==> config.mk <==
export PLATFORM = sky130hd
export DESIGN_NAME = timer_table_with_overrun_policy
export DESIGN_NICKNAME = d
export VERILOG_FILES = /design/src/rtl/tt_pkg.sv /design/src/rtl/tt_datapath.sv /design/src/rtl/tt_ctrl.sv /design/src/rtl/timer_table_with_overrun_policy.sv
export SDC_FILE = /design/constraint.sdc
export NUM_CORES = 2
export LEC_CHECK = 0
export BUFFER_PORTS_ARGS = -buffer_cell sky130_fd_sc_hd__buf_2
export CAP_MARGIN = 30
export CELL_PAD_IN_SITES_DETAIL_PLACEMENT = 1
export CELL_PAD_IN_SITES_GLOBAL_PLACEMENT = 2
export CORE_UTILIZATION = 38
export CTS_CLUSTER_SIZE = 12
export DETAILED_ROUTE_END_ITERATION = 12
export HOLD_SLACK_MARGIN = 0.1
export PLACE_DENSITY_LB_ADDON = 0.1
export SYNTH_ARGS = -nofsm -noshare
export SYNTH_HDL_FRONTEND = slang
export SYNTH_SLANG_ARGS = --single-unit
==> constraint.sdc <==
create_clock -name clk -period 12.8 [get_ports clk]
set_input_delay 0 -clock clk [delete_from_list [all_inputs] [get_ports clk]]
set_output_delay 0 -clock clk [all_outputs]
set_load 0.02 [all_outputs]
==> src/rtl/tt_pkg.sv <==
package tt_pkg;

	localparam int SLOTS = 16;
	localparam int SLOT_W = $clog2(SLOTS);
	localparam int CNT_W = $clog2(SLOTS + 1);
	localparam logic [15:0] MAX_SLEEP_RESET = 16'd1000;
	localparam logic [7:0] RUN_MAX = 8'd255;

	localparam logic [2:0] CMD_TICK = 3'd0;
	localparam logic [2:0] CMD_ADD_ONE = 3'd1;
	localparam logic [2:0] CMD_ADD_PER = 3'd2;
	localparam logic [2:0] CMD_REMOVE = 3'd3;
	localparam logic [2:0] CMD_DONE = 3'd4;

	localparam logic [2:0] KIND_FIRE = 3'd0;
	localparam logic [2:0] KIND_ADDED = 3'd1;
	localparam logic [2:0] KIND_FULL = 3'd2;
	localparam logic [2:0] KIND_ACK = 3'd3;
	localparam logic [2:0] KIND_WAKE = 3'd4;

	localparam logic [1:0] POL_OVERLAP = 2'd0;
	localparam logic [1:0] POL_SKIP = 2'd1;
	localparam logic [1:0] POL_WAIT = 2'd2;

	typedef struct packed {
		logic [2:0] cmd;
		logic [31:0] now_ms;
		logic [31:0] period_ms;
		logic use_worker;
		logic urgent_flag;
		logic [1:0] policy_sel;
		logic [31:0] target_id;
	} in_item_t;

	typedef struct packed {
		logic [2:0] kind;
		logic [31:0] task_id;
		logic urgent_out;
		logic threaded_out;
		logic [31:0] wake_ms;
		logic found;
		logic last;
	} out_item_t;

	// controller -> datapath
	typedef struct packed {
		logic load;        // capture input item
		logic scan_clr;    // zero the scan index, seed wake time
		logic scan_step;   // process current slot, advance index
		logic do_add;      // commit add / report full
		logic do_lookup;   // one remove/done slot compare step
		logic lookup_fin;  // build remove/done/unknown or tick wake result
	} dp_cmd_t;

	// datapath -> controller
	typedef struct packed {
		logic scan_end;    // index reached slots_used
		logic scan_fire;   // current slot fires
		logic look_end;    // lookup hit or exhausted
		logic is_tick;
		logic is_add;
		logic is_look;
	} dp_stat_t;

endpackage

==> src/rtl/tt_datapath.sv <==
module tt_datapath (
	input  logic                clk,
	input  logic                arst_n,
	input  logic                cfg_we,
	input  logic [15:0]         cfg_data,
	input  tt_pkg::in_item_t    item,
	input  tt_pkg::dp_cmd_t     cmd,
	output tt_pkg::dp_stat_t    stat,
	output tt_pkg::out_item_t   res
);

	logic [15:0] max_sleep_q;
	tt_pkg::in_item_t it_q;
	logic [tt_pkg::SLOTS-1:0] active_q, periodic_q, threaded_q, urgent_q;
	logic [1:0]  policy_q   [tt_pkg::SLOTS];
	logic [7:0]  running_q  [tt_pkg::SLOTS];
	logic [31:0] deadline_q [tt_pkg::SLOTS];
	logic [31:0] interval_q [tt_pkg::SLOTS];
	logic [31:0] ident_q    [tt_pkg::SLOTS];
	logic [tt_pkg::CNT_W-1:0] used_q, idx_q;
	logic [31:0] next_id_q, wake_q;

	logic [tt_pkg::SLOT_W-1:0] ix;
	logic [31:0] dl, dl_diff, new_dl, wk_diff;
	logic due, busy, fire, skip, now_act, waiting;
	logic [7:0] new_run;
	logic [tt_pkg::CNT_W-1:0] free_idx;
	logic free_hit;
	logic look_hit;

	assign ix = idx_q[tt_pkg::SLOT_W-1:0];
	assign dl = deadline_q[ix];
	assign dl_diff = dl - it_q.now_ms;
	assign due = (dl_diff == 32'd0) || dl_diff[31];
	assign busy = running_q[ix] != 8'd0;
	assign fire = active_q[ix] && due &&
		!(busy && (policy_q[ix] == tt_pkg::POL_SKIP || policy_q[ix] == tt_pkg::POL_WAIT));
	assign skip = active_q[ix] && due && busy && policy_q[ix] == tt_pkg::POL_SKIP;
	assign new_dl = (skip || (fire && periodic_q[ix])) ? dl + interval_q[ix] : dl;
	assign new_run = (fire && threaded_q[ix] && running_q[ix] < tt_pkg::RUN_MAX) ?
		running_q[ix] + 8'd1 : running_q[ix];
	assign now_act = active_q[ix] && !(fire && !periodic_q[ix]);
	assign waiting = policy_q[ix] == tt_pkg::POL_WAIT && new_run != 8'd0;
	assign wk_diff = new_dl - wake_q;
	// the lookup stops on a match or past the used slots
	assign look_hit = idx_q < used_q;

	// first reusable slot, priority search over valid entries
	always_comb begin
		free_idx = used_q;
		free_hit = 1'b0;
		for (int i = tt_pkg::SLOTS - 1; i >= 0; i--) begin
			if (i < int'(used_q) && !active_q[i] && running_q[i] == 8'd0) begin
				free_idx = tt_pkg::CNT_W'(i);
				free_hit = 1'b1;
			end
		end
	end

	assign stat.scan_end = idx_q >= used_q;
	assign stat.scan_fire = fire;
	assign stat.look_end = idx_q >= used_q || ident_q[ix] == it_q.target_id;
	assign stat.is_tick = it_q.cmd == tt_pkg::CMD_TICK;
	assign stat.is_add = it_q.cmd == tt_pkg::CMD_ADD_ONE || it_q.cmd == tt_pkg::CMD_ADD_PER;
	assign stat.is_look = it_q.cmd == tt_pkg::CMD_REMOVE || it_q.cmd == tt_pkg::CMD_DONE;

	always_ff @(posedge clk or negedge arst_n) begin
		if (!arst_n) begin
			max_sleep_q <= tt_pkg::MAX_SLEEP_RESET;
			active_q <= '0;
			used_q <= '0;
			next_id_q <= 32'd1;
			idx_q <= '0;
			for (int i = 0; i < tt_pkg::SLOTS; i++) begin
				running_q[i] <= 8'd0;
				ident_q[i] <= 32'd0;
			end
		end else begin
			if (cfg_we) max_sleep_q <= cfg_data;
			if (cmd.load) it_q <= item;
			if (cmd.scan_clr) begin
				idx_q <= '0;
				wake_q <= it_q.now_ms + {16'd0, max_sleep_q};
			end
			if (cmd.scan_step) begin
				deadline_q[ix] <= new_dl;
				running_q[ix] <= new_run;
				active_q[ix] <= now_act;
				if (now_act && !waiting && wk_diff[31]) wake_q <= new_dl;
				idx_q <= idx_q + 1'b1;
				res <= '{kind: fire ? tt_pkg::KIND_FIRE : tt_pkg::KIND_WAKE,
					task_id: ident_q[ix], urgent_out: urgent_q[ix],
					threaded_out: threaded_q[ix], wake_ms: 32'd0, found: 1'b0, last: 1'b0};
			end
			if (cmd.do_lookup) idx_q <= idx_q + 1'b1;
			if (cmd.lookup_fin) begin
				res <= '{kind: stat.is_tick ? tt_pkg::KIND_WAKE : tt_pkg::KIND_ACK,
					task_id: 32'd0, urgent_out: 1'b0, threaded_out: 1'b0,
					wake_ms: stat.is_tick ? wake_q : 32'd0,
					found: stat.is_look && look_hit, last: 1'b1};
				if (stat.is_look && look_hit) begin
					if (it_q.cmd == tt_pkg::CMD_REMOVE) active_q[ix] <= 1'b0;
					else if (running_q[ix] != 8'd0) running_q[ix] <= running_q[ix] - 8'd1;
				end
			end
			if (cmd.do_add) begin
				if (free_hit || used_q < tt_pkg::CNT_W'(tt_pkg::SLOTS)) begin
					if (!free_hit) used_q <= used_q + 1'b1;
					res <= '{kind: tt_pkg::KIND_ADDED, task_id: next_id_q, urgent_out: 1'b0,
						threaded_out: 1'b0, wake_ms: 32'd0, found: 1'b0, last: 1'b1};
					next_id_q <= next_id_q + 32'd1;
					ident_q[free_idx[tt_pkg::SLOT_W-1:0]] <= next_id_q;
					active_q[free_idx[tt_pkg::SLOT_W-1:0]] <= 1'b1;
					urgent_q[free_idx[tt_pkg::SLOT_W-1:0]] <= it_q.urgent_flag;
					running_q[free_idx[tt_pkg::SLOT_W-1:0]] <= 8'd0;
					deadline_q[free_idx[tt_pkg::SLOT_W-1:0]] <= it_q.now_ms + it_q.period_ms;
					if (it_q.cmd == tt_pkg::CMD_ADD_ONE) begin
						periodic_q[free_idx[tt_pkg::SLOT_W-1:0]] <= 1'b0;
						threaded_q[free_idx[tt_pkg::SLOT_W-1:0]] <= 1'b1;
						policy_q[free_idx[tt_pkg::SLOT_W-1:0]] <= tt_pkg::POL_OVERLAP;
						interval_q[free_idx[tt_pkg::SLOT_W-1:0]] <= 32'd0;
					end else begin
						periodic_q[free_idx[tt_pkg::SLOT_W-1:0]] <= 1'b1;
						threaded_q[free_idx[tt_pkg::SLOT_W-1:0]] <= it_q.use_worker;
						policy_q[free_idx[tt_pkg::SLOT_W-1:0]] <=
							(it_q.policy_sel == 2'd3) ? tt_pkg::POL_OVERLAP : it_q.policy_sel;
						interval_q[free_idx[tt_pkg::SLOT_W-1:0]] <= it_q.period_ms;
					end
				end else begin
					res <= '{kind: tt_pkg::KIND_FULL, task_id: 32'd0, urgent_out: 1'b0,
						threaded_out: 1'b0, wake_ms: 32'd0, found: 1'b0, last: 1'b1};
				end
			end
		end
	end

endmodule

==> src/rtl/tt_ctrl.sv <==
module tt_ctrl (
	input  logic             clk,
	input  logic             arst_n,
	input  logic             in_valid,
	output logic             in_ready,
	output logic             out_valid,
	input  logic             out_ready,
	input  tt_pkg::dp_stat_t stat,
	output tt_pkg::dp_cmd_t  cmd
);

	typedef enum logic [2:0] {IDLE, DECODE, SCAN, LOOK, SEND, EMIT} state_t;
	state_t state_q;

	assign in_ready = state_q == IDLE;
	assign out_valid = state_q == SEND || state_q == EMIT;

	always_comb begin
		cmd = '0;
		cmd.load = in_valid && state_q == IDLE;
		case (state_q)
			DECODE: begin
				cmd.scan_clr = 1'b1;
				cmd.do_add = stat.is_add;
				cmd.lookup_fin = !stat.is_add && !stat.is_tick && !stat.is_look;
			end
			SCAN: begin
				cmd.scan_step = !stat.scan_end;
				cmd.lookup_fin = stat.scan_end;
			end
			LOOK: begin
				cmd.do_lookup = !stat.look_end;
				cmd.lookup_fin = stat.look_end;
			end
			default: ;
		endcase
	end

	// SEND carries a fire item and returns to the scan; EMIT carries a final item
	always_ff @(posedge clk or negedge arst_n) begin
		if (!arst_n) begin
			state_q <= IDLE;
		end else begin
			case (state_q)
				IDLE: if (in_valid) state_q <= DECODE;
				DECODE: begin
					if (stat.is_tick) state_q <= SCAN;
					else if (stat.is_look) state_q <= LOOK;
					else state_q <= EMIT;
				end
				SCAN: begin
					if (stat.scan_end) state_q <= EMIT;
					else if (stat.scan_fire) state_q <= SEND;
				end
				LOOK: if (stat.look_end) state_q <= EMIT;
				SEND: if (out_ready) state_q <= SCAN;
				EMIT: if (out_ready) state_q <= IDLE;
				default: state_q <= IDLE;
			endcase
		end
	end

endmodule

==> src/rtl/timer_table_with_overrun_policy.sv <==
// Timer table with overrun policy.
// Input channel s_axis_*: one command per transfer (tick, add one-shot,
// add periodic, remove, done). Output channel m_axis_*: result transfers;
// a tick yields one fire transfer per fired slot followed by a wake
// transfer; every other command yields one transfer. tlast marks the final
// result of a command.
// Config: cfg_we/cfg_data write max_sleep_ms (reset 1000); the user must
// write it only while idle, as the block itself does not enforce this.
// A remove or done searches the used slots in order until the id matches;
// a tick scans every used slot in order.
// One command is in flight at a time; the slot scan (one slot a cycle
// through the shared datapath, pausing for each fire transfer until it is
// taken) sets the rate of a tick over the 16-slot table.
// Reset: table empty, next id 1, no transfer pending.
// Stall: when m_axis_tready is low the result register holds and the scan
// stops until the transfer completes; s_axis_tready stays low meanwhile.
module timer_table_with_overrun_policy (
	input  logic         clk,
	input  logic         arst_n,
	input  logic         cfg_we,
	input  logic [15:0]  cfg_data,
	input  logic         s_axis_tvalid,
	output logic         s_axis_tready,
	// now_ms, period_ms, use_worker, urgent_flag, target_id from low bit up
	input  logic [103:0] s_axis_tdata,
	// cmd [2:0], policy_sel [4:3] from low bit up
	input  logic [4:0]   s_axis_tuser,
	output logic         m_axis_tvalid,
	input  logic         m_axis_tready,
	// task_id, urgent_out, threaded_out, wake_ms, found from low bit up
	output logic [71:0]  m_axis_tdata,
	// kind
	output logic [2:0]   m_axis_tuser,
	output logic         m_axis_tlast
);

	tt_pkg::in_item_t  item;
	tt_pkg::out_item_t res;
	tt_pkg::dp_cmd_t   cmd;
	tt_pkg::dp_stat_t  stat;

	assign item.cmd = s_axis_tuser[2:0];
	assign item.policy_sel = s_axis_tuser[4:3];
	assign item.now_ms = s_axis_tdata[31:0];
	assign item.period_ms = s_axis_tdata[63:32];
	assign item.use_worker = s_axis_tdata[64];
	assign item.urgent_flag = s_axis_tdata[65];
	assign item.target_id = s_axis_tdata[97:66];

	assign m_axis_tdata = {5'd0, res.found, res.wake_ms, res.threaded_out,
		res.urgent_out, res.task_id};
	assign m_axis_tuser = res.kind;
	assign m_axis_tlast = res.last;

	tt_ctrl u_ctrl (
		.clk(clk), .arst_n(arst_n),
		.in_valid(s_axis_tvalid), .in_ready(s_axis_tready),
		.out_valid(m_axis_tvalid), .out_ready(m_axis_tready),
		.stat(stat), .cmd(cmd)
	);

	tt_datapath u_dp (
		.clk(clk), .arst_n(arst_n),
		.cfg_we(cfg_we), .cfg_data(cfg_data),
		.item(item), .cmd(cmd), .stat(stat), .res(res)
	);

endmodule

==> flow_metrics.tcl <==
set metrics [dict create \
    status "finished clean" \
    fillers 23810 \
    syn_to_final_growth_pct 16.35 \
    final.setup.tns_ps 0 \
    maxCapViolCount 0 \
    setup_viol 0 \
    yosys_warnings 0 \
    grt_pass1_wl_mm 443.8 \
    clock_power_share_pct 28.1 \
    gr-total-overflow 0 \
    groute.usage.overall_pct 24.75 \
    skew_ps 93.72 \
    cts_tree "yes" \
    fin_ws_ps 2094 \
    fmax_ghz 0.09340 \
    die_h_um 498.2 \
    coreArea_um2 243900 \
    final_nets 6914 \
    p_comb_share_pct 34.8 \
    cts.clk_slew.worst_paths_ps 60 \
    fin_crit_ps 10710 \
    crit_required_ps 13410 \
    drive_above_1_share_pct 27.77 \
    peakVddDrop_mv 0.1674 \
    hold_viol 0 \
    hpwl_mm 189.6 \
    layout.cells.most_common "edfxtp_1" \
    synth.avg_cell_area_um2 15.26 \
    drt_iter0_markers 4246 \
    cpMaxStageDelayCell "dfrtp_4" \
    clock-sinks 2027 \
    num_vias 56600 \
    slew_viol_final 0 \
    critPathMaxFanout 31 \
    synth_async_sr_flop_share_pct 35.37 \
    num_rows 181 \
    path_class "flop to flop" \
    crit_top_cell "a21o_1" \
    via_per_inst 5.655 \
    start_util_pct 38.36 \
    synth-seq-area-share_pct 61.22 \
    drc_errors 0 \
    p_leak_nw 41.54 \
    portBuffers 196 \
    critPathLaunchType "flop" \
    crit_arrival_ps 11310 \
    multiInputGateArea_um2 34590 \
    clock_latency_ps 900 \
    pin_count 208 \
    ctsResizeCount 0 \
    place.gp.congestion 0.8510 \
    rsz0062_at_grt "no" \
    final_antenna_net_count 0 \
    max_stage_delay_ps 840 \
    power.net_switching_mw 7.994 \
    p_int_mw 14.13 \
    fin_crit_sh_pct 83.64 \
    cts_setup_buffers 0 \
    worst_pin_slew_ps 1055 \
    numCtsBuffers 222 \
    slew_headroom_pct 29.64 \
    wirelength_mm 307.6 \
    grt_max_degree 129 \
    yosysTopAreaCell "edfxtp_1" \
    hp-class "input port to flop" \
    seq_power_share_pct 37.1 \
    syn_inst 6130 \
    layout_common_cells "edfxtp_1, dfrtp_1, mux4_2" \
    die_w_um 498.2 \
    pre_cts_ws_ps 2014 \
    synth_cell_types 99 \
    synth-main-ff-cell "edfxtp_1" \
    wl_per_cell_um 30.73 \
    stdcell_count 10010 \
    ys_seq_elements 2027 \
    cts_root_buffer "clkbuf_16" \
    p_total_mw 22.13 \
    holdBufCountCts 261 \
    switching_share_pct 36.13 \
    seq_area_um2 57300 \
    synth_area_leaders "edfxtp_1, dfrtp_1, mux4_2" \
    dieArea_um2 248200 \
    endpoint_kind "flop" \
    cts-htree-levels 4 \
    syn_area_um2 93570 \
    clockBufferDepth 3 \
    yosysTopAreaCellShare_pct 42.04 \
    dr.pass1.iters 6 \
    grt_pass1_vias 60200 \
    antenna_found_initial 8 \
    synth_edf_count 1310 \
    powerDensity_nw_per_um2 203.2 \
    placedCellCount 9334 \
    r2r_slack_ps 2090 \
]
power groups by stage:
stage | combinational (mW) | sequential, mW | clock [mW]
2_1_floorplan | 4.68 | 8.22 | 0
3_3_place_gp | 7.46 | 8.36 | 0
3_5_place_dp | 7.67 | 8.33 | 0
4_1_cts | 7.76 | 8.20 | 6.37
5_1_grt | 8.28 | 8.23 | 6.60
6_report | 7.70 | 8.20 | 6.22
routing by layer:
layer | wire, um | up-vias | track usage (%)
met2 | 154000 | 1190 | 42.26
li1 | - | 24450 | -
met4 | 7913 | 0 | 6.647
met5 | 0 | - | 0
met3 | 10770 | 352 | 2.811
met1 | 134800 | 30620 | 33.41
kinds of logic after synthesis:
| family | count (synthesis) | synth area share [%] |
|---|---|---|
| flip-flops | 2027 | 61.22 |
| AND/OR/NAND/NOR | 1354 | 6.865 |
| multiplexers | 1224 | 21.28 |
| AO/OA/AOI/OAI | 675 | 4.550 |
| buffers and inverters | 520 | 2.305 |
| XOR/XNOR | 170 | 1.615 |
| adder cells (fa/ha/maj) | 159 | 2.158 |
| other | 1 | 0.004008 |
synthesized netlist by cell type (all sizes together), types with 25 or more instances:
cell type,n
dfrtp,710
edfxtp,1310
mux2i,120
nor3,71
xor2,71
nor2b,26
a22o,30
inv,132
mux4,550
xnor2,99
clkbuf,276
nor2,328
or2,31
nand2b,25
o211ai,32
a21o,62
a21oi,180
and2,34
nand2,517
and3,109
buf,112
o21ai,215
mux2,554
nand3,91
ha,155
nand4,36
nor4,35
cell type report:
class                      count  area share, %
timing repair buffer         655          4.966
clock buffer                 311          5.659
antenna                        5        0.01149
sequential                  2027          52.63
clock inverter                90         0.8194
multi-input combinational   3587          31.77
tap                         3202          3.680
inverter                     132         0.4551
sequential cells by signal, summed over array words and instances (netlist names), 32 cells and up, named ones only:
signal           flops
u_dp.wake_q         32
u_dp.ident_q       512
u_dp.running_q     128
u_dp.policy_q       32
u_dp.deadline_q    512
u_dp.interval_q    512
u_dp.it_q          103
u_dp.next_id_q      32
u_dp.res            71
through the flow:
| step | hold WS (ps) | cell area, um^2 | util, % |
|---|---|---|---|
| after floorplan | -295.6 | 93590 | - |
| after detailed placement | -65.02 | 99040 | 40.61 |
| after global routing | 218.9 | 108900 | 44.63 |
| final | 198.2 | 108900 | 44.64 |
| after CTS | 132.9 | 108700 | 44.57 |
| after global placement | -71.07 | 98690 | 40.46 |
worst max-delay path, delay by kind of cell, from the launching register on:
kind,cells,cell delay (ps)
adder cells (fa/ha/maj),2,610
flip-flops,1,840
multiplexers,4,1960
buffers and inverters,3,1350
AND/OR/NAND/NOR,8,2180
XOR/XNOR,1,170
AO/OA/AOI/OAI,13,3250
worst paths after layout:
check / to / from / depth (start not counted)
min in group asynchronous: u_dp.max_sleep_q[2]$_DFFE_PN0P_ / arst_n / 4
max: u_dp.wake_q[3]$_DFFE_PP_ / u_dp.idx_q[0]$_DFFE_PN0P_ / 31
min reg2reg: u_dp.ident_q[8]$_DFFE_PN0P_ / u_dp.ident_q[8]$_DFFE_PN0P_ / 2
max reg2reg: u_dp.wake_q[3]$_DFFE_PP_ / u_dp.idx_q[0]$_DFFE_PN0P_ / 31
min: u_ctrl.state_q[1]$_DFFE_PN0P_ / m_axis_tready / 5
max in group asynchronous: u_dp.next_id_q[13]$_DFFE_PN0P_ / arst_n / 8
Note: power is estimated with default switching activity, not from simulation.
